[config.mk]
export PLATFORM = sky130hd
export DESIGN_NAME = projection_profile_segmenter_top_flat
export DESIGN_NICKNAME = d
export VERILOG_FILES = /design/src/rtl/pps_pkg.sv /design/src/rtl/pps_ifs.sv /design/src/rtl/pps_ram.sv /design/src/rtl/pps_scan.sv /design/src/rtl/pps_walk.sv /design/src/rtl/projection_profile_segmenter_top.sv /design/src/flat_wrapper.sv
export SDC_FILE = /design/constraint.sdc
export NUM_CORES = 1
export LEC_CHECK = 0
export ABC_AREA = 1
export BUFFER_PORTS_ARGS = -buffer_cell sky130_fd_sc_hd__buf_2
export CAP_MARGIN = 20
export CORE_ASPECT_RATIO = 1.5
export CORE_MARGIN = 1
export CORE_UTILIZATION = 45
export DETAILED_ROUTE_END_ITERATION = 12
export GPL_TIMING_DRIVEN = 0
export HOLD_SLACK_MARGIN = 0.1
export SLEW_MARGIN = 20
export SYNTH_ARGS = -nofsm -noshare
export SYNTH_HDL_FRONTEND = slang
export SYNTH_SLANG_ARGS = --single-unit
[constraint.sdc]
create_clock -name clk -period 5.87 [get_ports clk]
set_input_delay 0.8805 -clock clk [delete_from_list [all_inputs] [get_ports clk]]
set_output_delay 0.8805 -clock clk [all_outputs]
set_load 0.05 [all_outputs]
[src/rtl/pps_pkg.sv]
// Shared constants and field widths for the projection profile segmenter.
package pps_pkg;

  // Configuration port layout and register indexes
  localparam int CFG_IDX_W  = 2;
  localparam int CFG_DATA_W = 13;
  localparam logic [CFG_IDX_W-1:0] REG_IMAGE_WIDTH  = 2'd0;
  localparam logic [CFG_IDX_W-1:0] REG_IMAGE_HEIGHT = 2'd1;

  // Configuration register widths
  localparam int CFG_WIDTH_W  = 8;
  localparam int CFG_HEIGHT_W = 13;

  // Result field widths
  localparam int ROW_W = 12;
  localparam int COL_W = 7;

  // Records emitted per line end, at most
  localparam int MAX_RECORDS = 64;
  localparam int REC_CNT_W   = $clog2(MAX_RECORDS + 1);

endpackage

[src/rtl/pps_ifs.sv]
// Request channels of the segmenter: pixel input, record output, register writes.
interface pps_in_if;
  logic valid;
  logic ready;
  logic black;
  modport source (output valid, output black, input ready);
  modport sink (input valid, input black, output ready);
endinterface

interface pps_out_if import pps_pkg::*; ();
  logic             valid;
  logic             ready;
  logic [ROW_W-1:0] line_top;
  logic [ROW_W-1:0] line_bottom;
  logic [COL_W-1:0] column_left;
  logic [COL_W-1:0] column_right;
  logic             last_of_line;
  modport source (output valid, output line_top, output line_bottom, output column_left,
                  output column_right, output last_of_line, input ready);
  modport sink (input valid, input line_top, input line_bottom, input column_left,
                input column_right, input last_of_line, output ready);
endinterface

interface pps_cfg_if import pps_pkg::*; ();
  logic                  valid;
  logic                  ready;
  logic [CFG_IDX_W-1:0]  index;
  logic [CFG_DATA_W-1:0] data;
  modport source (output valid, output index, output data, input ready);
  modport sink (input valid, input index, input data, output ready);
endinterface

[src/rtl/pps_ram.sv]
// Generic single-write, single-read RAM with registered read data (read-first).
module pps_ram #(
  parameter int WIDTH = 1,
  parameter int DEPTH = 128
) (
  input  logic                     clk,
  input  logic                     wr_en,
  input  logic [$clog2(DEPTH)-1:0] wr_addr,
  input  logic [WIDTH-1:0]         wr_data,
  input  logic [$clog2(DEPTH)-1:0] rd_addr,
  output logic [WIDTH-1:0]         rd_data
);

  logic [WIDTH-1:0] mem [DEPTH];
  logic [WIDTH-1:0] rd_data_r;

  always_ff @(posedge clk) begin
    if (wr_en) begin
      mem[wr_addr] <= wr_data;
    end
    rd_data_r <= mem[rd_addr];
  end

  assign rd_data = rd_data_r;

endmodule

[src/rtl/pps_scan.sv]
// Raster scanner: pixel position, row ink tracking, line open/close detection.
module pps_scan import pps_pkg::*; #(
  parameter int MAX_WIDTH  = 128,
  parameter int MAX_HEIGHT = 4096
) (
  input  logic                              clk,
  input  logic                              rst_n,
  pps_in_if.sink                            in_chan,
  input  logic                              walk_busy,
  input  logic [$clog2(MAX_WIDTH+1)-1:0]    eff_w,
  input  logic [$clog2(MAX_HEIGHT)+1-1:0]   eff_h,
  output logic                              mark_en,
  output logic [$clog2(MAX_WIDTH)-1:0]      mark_addr,
  output logic                              close_valid,
  output logic [$clog2(MAX_HEIGHT)-1:0]     close_top,
  output logic [$clog2(MAX_HEIGHT)-1:0]     close_bottom
);

  localparam int XW  = $clog2(MAX_WIDTH);
  localparam int WW  = $clog2(MAX_WIDTH + 1);
  localparam int YW  = $clog2(MAX_HEIGHT);
  localparam int EHW = YW + 1;

  logic [XW-1:0] pixel_x_r, pixel_x_nxt;
  logic [YW-1:0] pixel_y_r, pixel_y_nxt;
  logic          row_ink_r, row_ink_nxt;
  logic          inside_r, inside_nxt;
  logic [YW-1:0] line_top_r, line_top_nxt;
  logic          accept;
  logic          ink;
  logic          row_end;
  logic          last_row;

  assign in_chan.ready = !walk_busy;
  assign accept        = in_chan.valid && !walk_busy;
  assign ink           = row_ink_r || in_chan.black;
  assign row_end       = (WW'(pixel_x_r) + WW'(1)) >= eff_w;
  assign last_row      = (EHW'(pixel_y_r) + EHW'(1)) >= eff_h;

  // Mark the column of every black pixel
  assign mark_en   = accept && in_chan.black;
  assign mark_addr = pixel_x_r;

  // Top of a line that opens on this very row is the current row
  assign close_top = inside_r ? line_top_r : pixel_y_r;

  // Row-end bookkeeping and line close decision
  always_comb begin
    pixel_x_nxt  = pixel_x_r;
    pixel_y_nxt  = pixel_y_r;
    row_ink_nxt  = row_ink_r;
    inside_nxt   = inside_r;
    line_top_nxt = line_top_r;
    close_valid  = 1'b0;
    close_bottom = pixel_y_r;
    if (accept) begin
      if (row_end) begin
        if (ink) begin
          if (!inside_r) begin
            inside_nxt   = 1'b1;
            line_top_nxt = pixel_y_r;
          end
          if (last_row) begin
            close_valid = 1'b1;
            inside_nxt  = 1'b0;
          end
        end else if (inside_r) begin
          close_valid  = 1'b1;
          close_bottom = pixel_y_r - YW'(1);
          inside_nxt   = 1'b0;
        end
        row_ink_nxt = 1'b0;
        pixel_x_nxt = '0;
        pixel_y_nxt = last_row ? '0 : pixel_y_r + YW'(1);
      end else begin
        row_ink_nxt = ink;
        pixel_x_nxt = pixel_x_r + XW'(1);
      end
    end
  end

  always_ff @(posedge clk) begin
    if (!rst_n) begin
      pixel_x_r  <= '0;
      pixel_y_r  <= '0;
      row_ink_r  <= 1'b0;
      inside_r   <= 1'b0;
      line_top_r <= '0;
    end else begin
      pixel_x_r  <= pixel_x_nxt;
      pixel_y_r  <= pixel_y_nxt;
      row_ink_r  <= row_ink_nxt;
      inside_r   <= inside_nxt;
      line_top_r <= line_top_nxt;
    end
  end

endmodule

[src/rtl/pps_walk.sv]
// Column map walker: reset clearing pass, run extraction, record output register.
module pps_walk import pps_pkg::*; #(
  parameter int MAX_WIDTH  = 128,
  parameter int MAX_HEIGHT = 4096
) (
  input  logic                           clk,
  input  logic                           rst_n,
  input  logic [$clog2(MAX_WIDTH+1)-1:0] eff_w,
  input  logic                           close_valid,
  input  logic [$clog2(MAX_HEIGHT)-1:0]  close_top,
  input  logic [$clog2(MAX_HEIGHT)-1:0]  close_bottom,
  output logic                           busy,
  output logic [$clog2(MAX_WIDTH)-1:0]   rd_addr,
  input  logic                           rd_data,
  output logic                           clr_en,
  output logic [$clog2(MAX_WIDTH)-1:0]   clr_addr,
  pps_out_if.source                      out_chan
);

  localparam int XW = $clog2(MAX_WIDTH);
  localparam int WW = $clog2(MAX_WIDTH + 1);
  localparam int YW = $clog2(MAX_HEIGHT);
  localparam logic [XW-1:0] LAST_COL = XW'(MAX_WIDTH - 1);

  typedef enum logic [4:0] {
    W_CLEAR  = 5'b00001,
    W_IDLE   = 5'b00010,
    W_START  = 5'b00100,
    W_SCAN   = 5'b01000,
    W_FINISH = 5'b10000
  } walk_state_t;

  walk_state_t          state_r, state_nxt;
  logic [XW-1:0]        col_r, col_nxt;
  logic                 in_run_r, in_run_nxt;
  logic [XW-1:0]        run_start_r, run_start_nxt;
  logic [REC_CNT_W-1:0] n_r, n_nxt;
  logic                 pend_valid_r, pend_valid_nxt;
  logic [XW-1:0]        pend_left_r, pend_left_nxt;
  logic [XW-1:0]        pend_right_r, pend_right_nxt;
  logic [YW-1:0]        top_r, bottom_r;
  logic                 out_valid_r, out_valid_nxt;
  logic [XW-1:0]        out_left_r, out_right_r;
  logic                 out_last_r;
  logic [YW-1:0]        out_top_r, out_bottom_r;

  logic                 out_free;
  logic                 bit_on;
  logic                 room;
  logic                 push;
  logic                 push_last;

  assign out_free = !out_valid_r || out_chan.ready;
  assign bit_on   = rd_data && (WW'(col_r) < eff_w);
  assign room     = n_r < REC_CNT_W'(MAX_RECORDS);
  assign busy     = (state_r != W_IDLE);

  // Walk sequencer: one column per cycle, holds while a record cannot be pushed
  always_comb begin
    state_nxt      = state_r;
    col_nxt        = col_r;
    in_run_nxt     = in_run_r;
    run_start_nxt  = run_start_r;
    n_nxt          = n_r;
    pend_valid_nxt = pend_valid_r;
    pend_left_nxt  = pend_left_r;
    pend_right_nxt = pend_right_r;
    push           = 1'b0;
    push_last      = 1'b0;
    rd_addr        = col_r;
    clr_en         = 1'b0;
    clr_addr       = col_r;
    unique case (state_r)
      W_CLEAR: begin
        clr_en  = 1'b1;
        col_nxt = col_r + XW'(1);
        if (col_r == LAST_COL) begin
          col_nxt   = '0;
          state_nxt = W_IDLE;
        end
      end
      W_IDLE: begin
        if (close_valid) begin
          state_nxt = W_START;
        end
      end
      W_START: begin
        rd_addr        = '0;
        col_nxt        = '0;
        in_run_nxt     = 1'b0;
        n_nxt          = '0;
        pend_valid_nxt = 1'b0;
        state_nxt      = W_SCAN;
      end
      W_SCAN: begin
        if (in_run_r && !bit_on && room && pend_valid_r && !out_free) begin
          // output busy: hold this column and re-read it
          rd_addr = col_r;
        end else begin
          clr_en = 1'b1;
          if (in_run_r && !bit_on) begin
            in_run_nxt = 1'b0;
            if (room) begin
              push           = pend_valid_r;
              pend_valid_nxt = 1'b1;
              pend_left_nxt  = run_start_r;
              pend_right_nxt = col_r - XW'(1);
              n_nxt          = n_r + REC_CNT_W'(1);
            end
          end else if (!in_run_r && bit_on) begin
            in_run_nxt    = 1'b1;
            run_start_nxt = col_r;
          end
          if (col_r == LAST_COL) begin
            state_nxt = W_FINISH;
          end else begin
            col_nxt = col_r + XW'(1);
            rd_addr = col_r + XW'(1);
          end
        end
      end
      W_FINISH: begin
        if (in_run_r) begin
          // run reaching the right edge of the map
          if (!(room && pend_valid_r && !out_free)) begin
            in_run_nxt = 1'b0;
            if (room) begin
              push           = pend_valid_r;
              pend_valid_nxt = 1'b1;
              pend_left_nxt  = run_start_r;
              pend_right_nxt = LAST_COL;
              n_nxt          = n_r + REC_CNT_W'(1);
            end
          end
        end else if (pend_valid_r) begin
          if (out_free) begin
            push           = 1'b1;
            push_last      = 1'b1;
            pend_valid_nxt = 1'b0;
            state_nxt      = W_IDLE;
          end
        end else begin
          state_nxt = W_IDLE;
        end
      end
      default: begin
        state_nxt = W_CLEAR;
        col_nxt   = '0;
      end
    endcase
  end

  // Output register valid
  always_comb begin
    out_valid_nxt = out_valid_r;
    if (push) begin
      out_valid_nxt = 1'b1;
    end else if (out_chan.ready) begin
      out_valid_nxt = 1'b0;
    end
  end

  always_ff @(posedge clk) begin
    if (!rst_n) begin
      state_r      <= W_CLEAR;
      col_r        <= '0;
      in_run_r     <= 1'b0;
      n_r          <= '0;
      pend_valid_r <= 1'b0;
      out_valid_r  <= 1'b0;
    end else begin
      state_r      <= state_nxt;
      col_r        <= col_nxt;
      in_run_r     <= in_run_nxt;
      n_r          <= n_nxt;
      pend_valid_r <= pend_valid_nxt;
      out_valid_r  <= out_valid_nxt;
    end
  end

  // Payload registers
  always_ff @(posedge clk) begin
    run_start_r  <= run_start_nxt;
    pend_left_r  <= pend_left_nxt;
    pend_right_r <= pend_right_nxt;
    if (state_r == W_IDLE && close_valid) begin
      top_r    <= close_top;
      bottom_r <= close_bottom;
    end
    if (push) begin
      out_left_r   <= pend_left_r;
      out_right_r  <= pend_right_r;
      out_last_r   <= push_last;
      out_top_r    <= top_r;
      out_bottom_r <= bottom_r;
    end
  end

  assign out_chan.valid        = out_valid_r;
  assign out_chan.line_top     = ROW_W'(out_top_r);
  assign out_chan.line_bottom  = ROW_W'(out_bottom_r);
  assign out_chan.column_left  = COL_W'(out_left_r);
  assign out_chan.column_right = COL_W'(out_right_r);
  assign out_chan.last_of_line = out_last_r;

endmodule

[src/rtl/projection_profile_segmenter_top.sv]
// Top level of the projection profile segmenter: config registers, map memory, scan and walk.
// Pixels enter one per cycle in raster order while the block scans. At each line end
// (a white row after ink, or the last image row when it holds ink) the input stalls while
// the column occupancy memory is walked one column per cycle, read and cleared through its
// single read and write port; the walk holds longer while the record output is not taken.
// Each run of marked columns gives one record, at most 64 per line. After reset a clearing
// pass sweeps the memory before the first pixel is accepted. Configuration writes are taken
// at any time and should only be made while the block is idle.
module projection_profile_segmenter_top import pps_pkg::*; #(
  parameter int MAX_WIDTH  = 128,
  parameter int MAX_HEIGHT = 4096
) (
  input  logic       clk,
  input  logic       rst_n,
  pps_in_if.sink     in_chan,
  pps_out_if.source  out_chan,
  pps_cfg_if.sink    cfg_chan
);

  localparam int XW  = $clog2(MAX_WIDTH);
  localparam int WW  = $clog2(MAX_WIDTH + 1);
  localparam int YW  = $clog2(MAX_HEIGHT);
  localparam int EHW = YW + 1;
  localparam int HCW = (EHW > CFG_HEIGHT_W) ? EHW : CFG_HEIGHT_W;

  logic [CFG_WIDTH_W-1:0]  cfg_width_r;
  logic [CFG_HEIGHT_W-1:0] cfg_height_r;
  logic [WW-1:0]           eff_w;
  logic [EHW-1:0]          eff_h;

  logic          mark_en;
  logic [XW-1:0] mark_addr;
  logic          close_valid;
  logic [YW-1:0] close_top, close_bottom;
  logic          walk_busy;
  logic [XW-1:0] rd_addr;
  logic          rd_data;
  logic          clr_en;
  logic [XW-1:0] clr_addr;

  // Configuration registers
  assign cfg_chan.ready = 1'b1;

  always_ff @(posedge clk) begin
    if (!rst_n) begin
      cfg_width_r  <= CFG_WIDTH_W'(128);
      cfg_height_r <= CFG_HEIGHT_W'(4096);
    end else if (cfg_chan.valid) begin
      if (cfg_chan.index == REG_IMAGE_WIDTH) begin
        cfg_width_r <= cfg_chan.data[CFG_WIDTH_W-1:0];
      end
      if (cfg_chan.index == REG_IMAGE_HEIGHT) begin
        cfg_height_r <= cfg_chan.data[CFG_HEIGHT_W-1:0];
      end
    end
  end

  // Clamp the configured size to the supported range
  always_comb begin
    if (cfg_width_r == '0) begin
      eff_w = WW'(1);
    end else if (cfg_width_r > CFG_WIDTH_W'(MAX_WIDTH)) begin
      eff_w = WW'(MAX_WIDTH);
    end else begin
      eff_w = WW'(cfg_width_r);
    end
    if (cfg_height_r == '0) begin
      eff_h = EHW'(1);
    end else if (HCW'(cfg_height_r) > HCW'(MAX_HEIGHT)) begin
      eff_h = EHW'(MAX_HEIGHT);
    end else begin
      eff_h = EHW'(cfg_height_r);
    end
  end

  pps_scan #(
    .MAX_WIDTH  (MAX_WIDTH),
    .MAX_HEIGHT (MAX_HEIGHT)
  ) u_scan (
    .clk          (clk),
    .rst_n        (rst_n),
    .in_chan      (in_chan),
    .walk_busy    (walk_busy),
    .eff_w        (eff_w),
    .eff_h        (eff_h),
    .mark_en      (mark_en),
    .mark_addr    (mark_addr),
    .close_valid  (close_valid),
    .close_top    (close_top),
    .close_bottom (close_bottom)
  );

  pps_walk #(
    .MAX_WIDTH  (MAX_WIDTH),
    .MAX_HEIGHT (MAX_HEIGHT)
  ) u_walk (
    .clk          (clk),
    .rst_n        (rst_n),
    .eff_w        (eff_w),
    .close_valid  (close_valid),
    .close_top    (close_top),
    .close_bottom (close_bottom),
    .busy         (walk_busy),
    .rd_addr      (rd_addr),
    .rd_data      (rd_data),
    .clr_en       (clr_en),
    .clr_addr     (clr_addr),
    .out_chan     (out_chan)
  );

  // Column occupancy map; marks and clears never fall in the same cycle
  pps_ram #(
    .WIDTH (1),
    .DEPTH (MAX_WIDTH)
  ) u_map (
    .clk     (clk),
    .wr_en   (mark_en || clr_en),
    .wr_addr (clr_en ? clr_addr : mark_addr),
    .wr_data (mark_en),
    .rd_addr (rd_addr),
    .rd_data (rd_data)
  );

endmodule

[src/flat_wrapper.sv]
// flat-port wrapper written by rule: the top's interface ports become plain ports
module projection_profile_segmenter_top_flat import pps_pkg::*;
#(
  parameter int MAX_WIDTH  = 128,
  parameter int MAX_HEIGHT = 4096
)
  (clk, rst_n, in_chan_valid, in_chan_black, in_chan_ready, out_chan_valid, out_chan_line_top, out_chan_line_bottom, out_chan_column_left, out_chan_column_right, out_chan_last_of_line, out_chan_ready, cfg_chan_valid, cfg_chan_index, cfg_chan_data, cfg_chan_ready);
  pps_in_if in_chan_i ();
  pps_out_if out_chan_i ();
  pps_cfg_if cfg_chan_i ();
  input  logic clk;
  input  logic rst_n;
  input wire logic [$bits(in_chan_i.valid)-1:0] in_chan_valid;
  input wire logic [$bits(in_chan_i.black)-1:0] in_chan_black;
  output wire logic [$bits(in_chan_i.ready)-1:0] in_chan_ready;
  output wire logic [$bits(out_chan_i.valid)-1:0] out_chan_valid;
  output wire logic [$bits(out_chan_i.line_top)-1:0] out_chan_line_top;
  output wire logic [$bits(out_chan_i.line_bottom)-1:0] out_chan_line_bottom;
  output wire logic [$bits(out_chan_i.column_left)-1:0] out_chan_column_left;
  output wire logic [$bits(out_chan_i.column_right)-1:0] out_chan_column_right;
  output wire logic [$bits(out_chan_i.last_of_line)-1:0] out_chan_last_of_line;
  input wire logic [$bits(out_chan_i.ready)-1:0] out_chan_ready;
  input wire logic [$bits(cfg_chan_i.valid)-1:0] cfg_chan_valid;
  input wire logic [$bits(cfg_chan_i.index)-1:0] cfg_chan_index;
  input wire logic [$bits(cfg_chan_i.data)-1:0] cfg_chan_data;
  output wire logic [$bits(cfg_chan_i.ready)-1:0] cfg_chan_ready;
  assign in_chan_i.valid = in_chan_valid;
  assign in_chan_i.black = in_chan_black;
  assign in_chan_ready = in_chan_i.ready;
  assign out_chan_valid = out_chan_i.valid;
  assign out_chan_line_top = out_chan_i.line_top;
  assign out_chan_line_bottom = out_chan_i.line_bottom;
  assign out_chan_column_left = out_chan_i.column_left;
  assign out_chan_column_right = out_chan_i.column_right;
  assign out_chan_last_of_line = out_chan_i.last_of_line;
  assign out_chan_i.ready = out_chan_ready;
  assign cfg_chan_i.valid = cfg_chan_valid;
  assign cfg_chan_i.index = cfg_chan_index;
  assign cfg_chan_i.data = cfg_chan_data;
  assign cfg_chan_ready = cfg_chan_i.ready;
  projection_profile_segmenter_top #(.MAX_WIDTH(MAX_WIDTH), .MAX_HEIGHT(MAX_HEIGHT)) u_core (.clk(clk), .rst_n(rst_n), .in_chan(in_chan_i), .out_chan(out_chan_i), .cfg_chan(cfg_chan_i));
endmodule
# [Word level (Yosys, flattened, before mapping)]
# Memory sizes are Yosys's and may differ from the RTL's. A register that Yosys moved wholly into a read port is not among the register bits.
# Index checks and enable logic that the tools add are counted.
[totals] ff_bits=160 ram_bits=128 out_inout_bits=42 mem_count=1
[op_classes] addsub=8 n_lt_le_gt_ge=6 n_eq_ne=21 muxes=80 n_bitwise=3 n_reduce_logical=38
[mem_list] name="u_core.u_map.mem" words=128 width=1 rd=1 rd_clocked_by_memory_dff=1 write_ports=1 line="pps_ram.sv:14" rtl="logic [WIDTH-1:0] mem [DEPTH];"
[ops] cell="$mux 7" n=21
[ops] cell="$mux 12" n=6
[ops] cell="$pmux 7 s2" n=3
[ops] cell="$pmux 7 s3" n=2
[ops] cell="$mux 5" n=7
[ops] cell="$mux 1" n=32
[ops] cell="$mux 13" n=2
[ops] cell="$pmux 5 s5" n=1
[ops] cell="$add 7x1->7 const B" n=3
[ops] cell="$ne 2x2->1 const B" n=10
[ops] cell="$mux 8" n=2
[ops] cell="$add 12x1->13 const B" n=1
[ops] cell="$ge 13x13->1" n=1
[ops] cell="$gt 13x13->1 const B" n=1
[ops] cell="$logic_not 13->1" n=1
[ops] cell="$add 12x1->12 const B" n=1
[ops] cell="$sub 12x1->12 const B" n=1
[ops] cell="$logic_and 1x1->1" n=11
[ops] cell="$reduce_and 5->1" n=2
[ops] cell="$ne 3x3->1 const B" n=3
[ops] cell="$add 7x1->8 const B" n=1
[ops] cell="$ge 8x8->1" n=1
[ops] cell="$gt 8x8->1 const B" n=1
[ops] cell="$logic_not 8->1" n=1
[ops] cell="25 further kinds" n=41

# [Longest topological paths before layout]
[logic_depth] depth_word=15 ltp_mapped=28 mapped_depth_nobuf=27

# [Cells and area by module]
# A second synthesis with hierarchy kept.
[unflattened] cells_unflattened=1616 area_unflattened_um2=14236.2
[by_module_without_submodules] module="pps_ram" n_inst=1 cells_each=620 area_per_inst_um2=5926.9 seq_area_each_um2=3863.7
[by_module_without_submodules] module="pps_walk" n_inst=1 cells_each=411 area_per_inst_um2=4509.3 seq_area_each_um2=2962.8
[by_module_without_submodules] module="pps_scan" n_inst=1 cells_each=421 area_per_inst_um2=2730.1 seq_area_each_um2=660.6
[by_module_without_submodules] module="projection_profile_segmenter_top" n_inst=1 cells_each=164 area_per_inst_um2=1069.8 seq_area_each_um2=420.4

# [Worst setup path after synthesis]
# No wires, ideal clock.
[synth_path] path_kind="reg2reg" start="reg u_core.u_walk.state_r[1]" end="mem u_core.u_map.mem[105] (enable)" setup_time_ps=299 arrival_ps=5375 required_time_ps=5571 path_slack_ps=196 stages_incl_launch_ff=9 path_buffers=0 period_less_slack_ps=5674 cell_sequence="dfxtp_1 -> inv_2 -> nor4_4 -> nand2_4 -> nor2_1 -> nor2_1 -> nor3_1 -> nand2_1 -> nor2_1"
[synth_via] elab_chain_cells=7 word_cells_on_any_way=11
[synth_rtl] element="start, declared" line="pps_walk.sv:33" rtl="walk_state_t state_r, state_nxt;"
[synth_rtl] element="start signal, assigned" line="pps_walk.sv:172" rtl="state_r <= state_nxt;"
[synth_rtl] element="$ne 5x2->1" line="pps_walk.sv:56" rtl="assign busy = (state_r != W_IDLE);"
[synth_rtl] element="$logic_not 1->1"
[synth_rtl] element="via in_chan_ready" line="flat_wrapper.sv:15" rtl="output wire logic [$bits(in_chan_i.ready)-1:0] in_chan_ready;"
[synth_rtl] element="$logic_and 1x1->1" line="pps_scan.sv:35" rtl="assign accept = in_chan.valid && !walk_busy;"
[synth_rtl] element="$logic_and 1x1->1" line="pps_scan.sv:41" rtl="assign mark_en = accept && in_chan.black;"
[synth_rtl] element="via u_core.mark_en" line="projection_profile_segmenter_top.sv:31" rtl="logic mark_en;"
[synth_rtl] element="$logic_or 1x1->1" line="projection_profile_segmenter_top.sv:117" rtl=".wr_en (mark_en || clr_en),"
[synth_rtl] element="$mux 1" line="pps_ram.sv:18" rtl="if (wr_en) begin"
[synth_rtl] element="$mux 1 (not written as such)" line="pps_ram.sv:19" rtl="mem[wr_addr] <= wr_data;"
[synth_rtl] element="end, declared" line="pps_ram.sv:14"
# The timed path passes the listed nets, and every way through them passes these cells.

# [Final worst setup path]
[layout_path] start="reg u_core.cfg_width_r[0]" end="reg u_core.u_map.rd_data_r, in the netlist u_core.u_map.rd_data (read register of u_core.u_map.mem)"
[layout_via] elab_chain_cells=12 word_cells_on_any_way=13
[layout_rtl] element="start, declared" line="projection_profile_segmenter_top.sv:26" rtl="logic [CFG_WIDTH_W-1:0] cfg_width_r;"
[layout_rtl] element="start signal, assigned" line="projection_profile_segmenter_top.sv:50" rtl="cfg_width_r <= cfg_chan.data[CFG_WIDTH_W-1:0];"
[layout_rtl] element="$gt 8x8->1" line="projection_profile_segmenter_top.sv:62" rtl="end else if (cfg_width_r > CFG_WIDTH_W'(MAX_WIDTH)) begin"
[layout_rtl] element="$mux 8" line="projection_profile_segmenter_top.sv:62"
[layout_rtl] element="$mux 8 (*)" line="projection_profile_segmenter_top.sv:60" rtl="if (cfg_width_r == '0) begin"
[layout_rtl] element="$lt 7x8->1 (*)" line="pps_walk.sv:54" rtl="assign bit_on = rd_data && (WW'(col_r) < eff_w);"
[layout_rtl] element="$logic_and 1x1->1 (*)" line="pps_walk.sv:54"
[layout_rtl] element="$logic_not 1->1 (*)" line="pps_walk.sv:96" rtl="if (in_run_r && !bit_on && room && pend_valid_r && !out_free) begin"
[layout_rtl] element="$logic_and 1x1->1 (*) (4 in a row)" line="pps_walk.sv:96"
[layout_rtl] element="$mux 7 (*)"
[layout_rtl] element="$pmux 7 s2 (*)" line="pps_walk.sv:73" rtl="unique case (state_r)"
[layout_rtl] element="end, declared" line="pps_ram.sv:15" rtl="logic [WIDTH-1:0] rd_data_r;"
# Every way passes the cells marked *; elsewhere a longest branch is shown, timed or not.
# A chain may end at the register's enable or synchronous reset.

==> impl_metrics.py <==
metrics = {
    "outcome": {
        "outcome": "finished, final reports clean",
    },
    "placed_design": {
        "detailed_place_hpwl_mm": 26.3,
        "gp_congestion": 0.925,
        "port_buffers": 61,
        "dp_cells": 1977,
    },
    "worst_setup_path": {
        "cp_top_family": "simple AND/OR/NAND/NOR gates",
        "max_stage_delay_ps": 540,
        "cp.depth": 24,
        "worst_r2r_path_depth": 24,
        "cp_num_buf_inv": 2,
        "required_ps": 6300,
        "slowest_stage": "o21ai_1",
        "endpoint_kind": "register",
        "critical_path_class": "reg2reg",
        "worstSetupStartpointType": "register",
        "cp.arrival_ps": 5100,
        "cp_common_cell": "nand2_1",
        "crit_path_cell_trace": "nor4_1, nand2_1, nand2_1, nand2_1, ha_1, a21oi_1, o21ai_0, nand3b_1, nand3_1, ha_1, nand3_1, inv_1, nand2_1, nor2_1, a31oi_1, nand2_1, o21ai_1, inv_1, nand3_1, nand3_1, nand3_1, nand2_1, nand2_1, nand2_1",
        "critPathMaxFanout": 9,
    },
    "finish": {
        "nets": 1663,
        "drive_above_1_share_pct": 12.7,
        "fin_cells": 2028,
        "multiInputGateArea_um2": 5150,
        "seq_area_um2": 7910,
        "fillers": 2795,
        "area_delta_synth_final_pct": 13.4,
    },
    "timing": {
        "finalWorstPathRequiredPeriod_ps": 4670,
        "max_freq_ghz": 0.214,
        "rsz0062_at_grt": "no",
        "skew_ps": 17.9,
        "worst_slew_pin_slew_ps": 999,
        "period_share_pct": 79.6,
        "setup_tns_ps": 0,
        "maxSlewViolCount": 0,
        "hold_viol_final": 0,
        "setup_viol": 0,
        "slew_headroom_pct": 33.0,
    },
    "clock_network": {
        "clock-root-buffer": "clkbuf_16",
        "tritoncts": "built",
        "cts.sinks": 289,
        "insertion_delay_ps": 560,
        "cts_hold_buffers": 0,
        "cts-htree-levels": 1,
        "ctsLongestPathBuffers": 3,
        "cts_setup_buffers": 0,
        "clk_transition_reported_paths_ps": 70,
        "cts_made_buffers": 27,
        "cts_resized": 0,
    },
    "synth": {
        "async_flop_share_pct": 0,
        "yosys.area.top_type": "edfxtp_1",
        "synth_fp_nets": 1569,
        "seq_area_frac_synth_pct": 57.4,
        "syn_avg_cell_area_um2": 9.11,
        "synth_cells": 1512,
        "synth_area_um2": 13800,
        "yosys.area.top_type_share_pct": 46.2,
        "synth_top_cells_by_area": "edfxtp_1, dfxtp_1, nand2_1",
        "ys.flop_type": "edfxtp_1",
        "yosys_warnings": 0,
        "ys_types": 48,
        "synth-edff-count": 212,
        "ys_seq_elements": 289,
    },
    "run": {
        "cap_violations": 0,
    },
    "route": {
        "postRouteAntennaNets": 0,
        "wl_per_cell_um": 17.8,
        "totalWireLength_mm": 36.1,
        "drtIter0Drc": 657,
        "viasPerCell": 5.31,
        "drcViolationCount": 0,
        "vias": 10800,
        "first_pass_iters": 5,
    },
    "global_route": {
        "grt_pass1_vias": 10600,
        "grt_pass1_wl_mm": 55.7,
        "overflow": 0,
        "antenna_found_initial": 2,
        "grt_usage_pct": 23.5,
        "grt_max_degree": 40,
    },
    "pwr": {
        "p_leak_nw": 6.12,
        "power.density_nw_per_um2": 360,
        "max-vdd-ir-drop_v": 0.000268,
    },
    "floorplanning": {
        "num_rows": 78,
        "initial_utilization_pct": 45.7,
        "die_y_um": 216,
        "ios": 63,
        "dieArea_um2": 31300,
        "die_w_um": 145,
        "core_um2": 30200,
    },
    "min_path": {
        "hp-class": "reg2reg",
        "hold_depth": 0,
    },
}
## per-layer routing
metal  share of wire [%]  track usage [%]
met1                  37             24.6
met2                  54             44.6
met3                 4.2             2.70
met4                 5.4             13.1
met5                   0                0
## sequential cells by signal, indices dropped and copies added (netlist names), 8 cells and up
register,count
u_core.cfg_height_r,13
u_core.cfg_width_r,8
u_core.u_map.mem,128
u_core.u_scan.line_top_r,12
u_core.u_scan.pixel_y_r,12
u_core.u_walk.bottom_r,12
u_core.u_walk.out_chan.line_bottom,12
u_core.u_walk.out_chan.line_top,12
u_core.u_walk.top_r,12
## layout by cell type, fill, tap and decap left out, drive strengths merged, types with 5 or more instances in the layout
cell / n
nor3: 23
xor2: 23
nand4: 15
nor2: 261
edfxtp: 212
dfxtp: 77
inv: 118
o21ai: 82
clkinv: 10
ha: 36
buf: 107
a21oi: 33
o211ai: 5
nand2: 361
nand3: 166
o22ai: 8
clkbuf: 51
nor4: 11
## cells by family (layout without fill, tap and decap cells)
family	Yosys count	count (layout)	share of synthesized area (%)
fa+ha+maj	36	36	3.27
simple gates	842	842	26.4
other cells	1	2	0.0272
xor+xnor	23	23	1.46
flops	289	289	57.4
compound gates	146	146	6.19
buf+inv	175	290	5.25
## synth_stat cells, types with 2 or more instances
cell,instances
nor2_2,5
clkbuf_1,13
o211ai_1,5
a21oi_1,31
dfxtp_1,77
edfxtp_1,212
nand2_2,3
nor2_4,2
nor4_4,2
nand2_4,2
o221ai_1,2
o21ai_1,5
a221oi_1,3
buf_1,3
o21ai_0,68
nand3_1,161
or2_2,2
a21oi_2,2
o22ai_1,8
inv_4,2
o21ai_2,8
nor3_1,14
nand3_2,5
buf_2,36
clkinv_1,4
nand2_1,356
inv_1,100
nor2_1,254
nand3b_1,3
nand4_1,15
a211oi_1,4
buf_4,2
nor3_2,8
inv_2,13
xor2_1,23
nor4_1,9
ha_1,36
a31oi_1,4
## report_power, final
group / leakage [nW] / switching (mW) / internal, mW
registers: 2.50 / 0.0555 / 2.24
clock network: 0.464 / 0.770 / 1.07
logic: 3.16 / 1.07 / 0.432
total: 6.12 / 1.89 / 3.74
## stage by stage
step / worst slack (ps) / instance area [um^2] / total power [mW] / hold WS [ps] / utilization, %
3_5_place_dp: 1220 / 14700 / 3.84 / 405 / 48.7
3_3_place_gp: -2080 / 14600 / 3.83 / 403 / 48.3
2_1_floorplan: 196 / 13800 / 3.37 / 400 / -
6_report: 1200 / 15600 / 5.63 / 418 / 51.8
5_1_grt: 806 / 15600 / 5.90 / 419 / 51.8
4_1_cts: 1200 / 15600 / 5.67 / 420 / 51.8
## final timing paths
check	startpoint	end	slack, ps
max	u_core.cfg_width_r[0]$_SDFFE_PN0P_	u_core.u_map.rd_data$_DFF_P_	1200
min	u_core.u_walk.pend_left_r[3]$_DFFE_PP_	u_core.u_walk.out_chan.column_left[3]$_DFFE_PP_	420
max reg2reg	u_core.cfg_width_r[0]$_SDFFE_PN0P_	u_core.u_map.rd_data$_DFF_P_	1200
min reg2reg	u_core.u_walk.pend_left_r[3]$_DFFE_PP_	u_core.u_walk.out_chan.column_left[3]$_DFFE_PP_	420
## cell type report
| type | count | area share, % |
|---|---|---|
| diodes | 1 | 0.0160 |
| clock buffers | 38 | 5.26 |
| inverters | 120 | 2.92 |
| flip-flops and latches | 289 | 50.6 |
| clock inverters | 12 | 0.745 |
| well taps | 400 | 3.20 |
| repair buffers | 65 | 2.56 |
| multi-input cells | 1048 | 33.0 |
| plain buffers | 55 | 1.71 |
(Power assumes the default switching activity.)
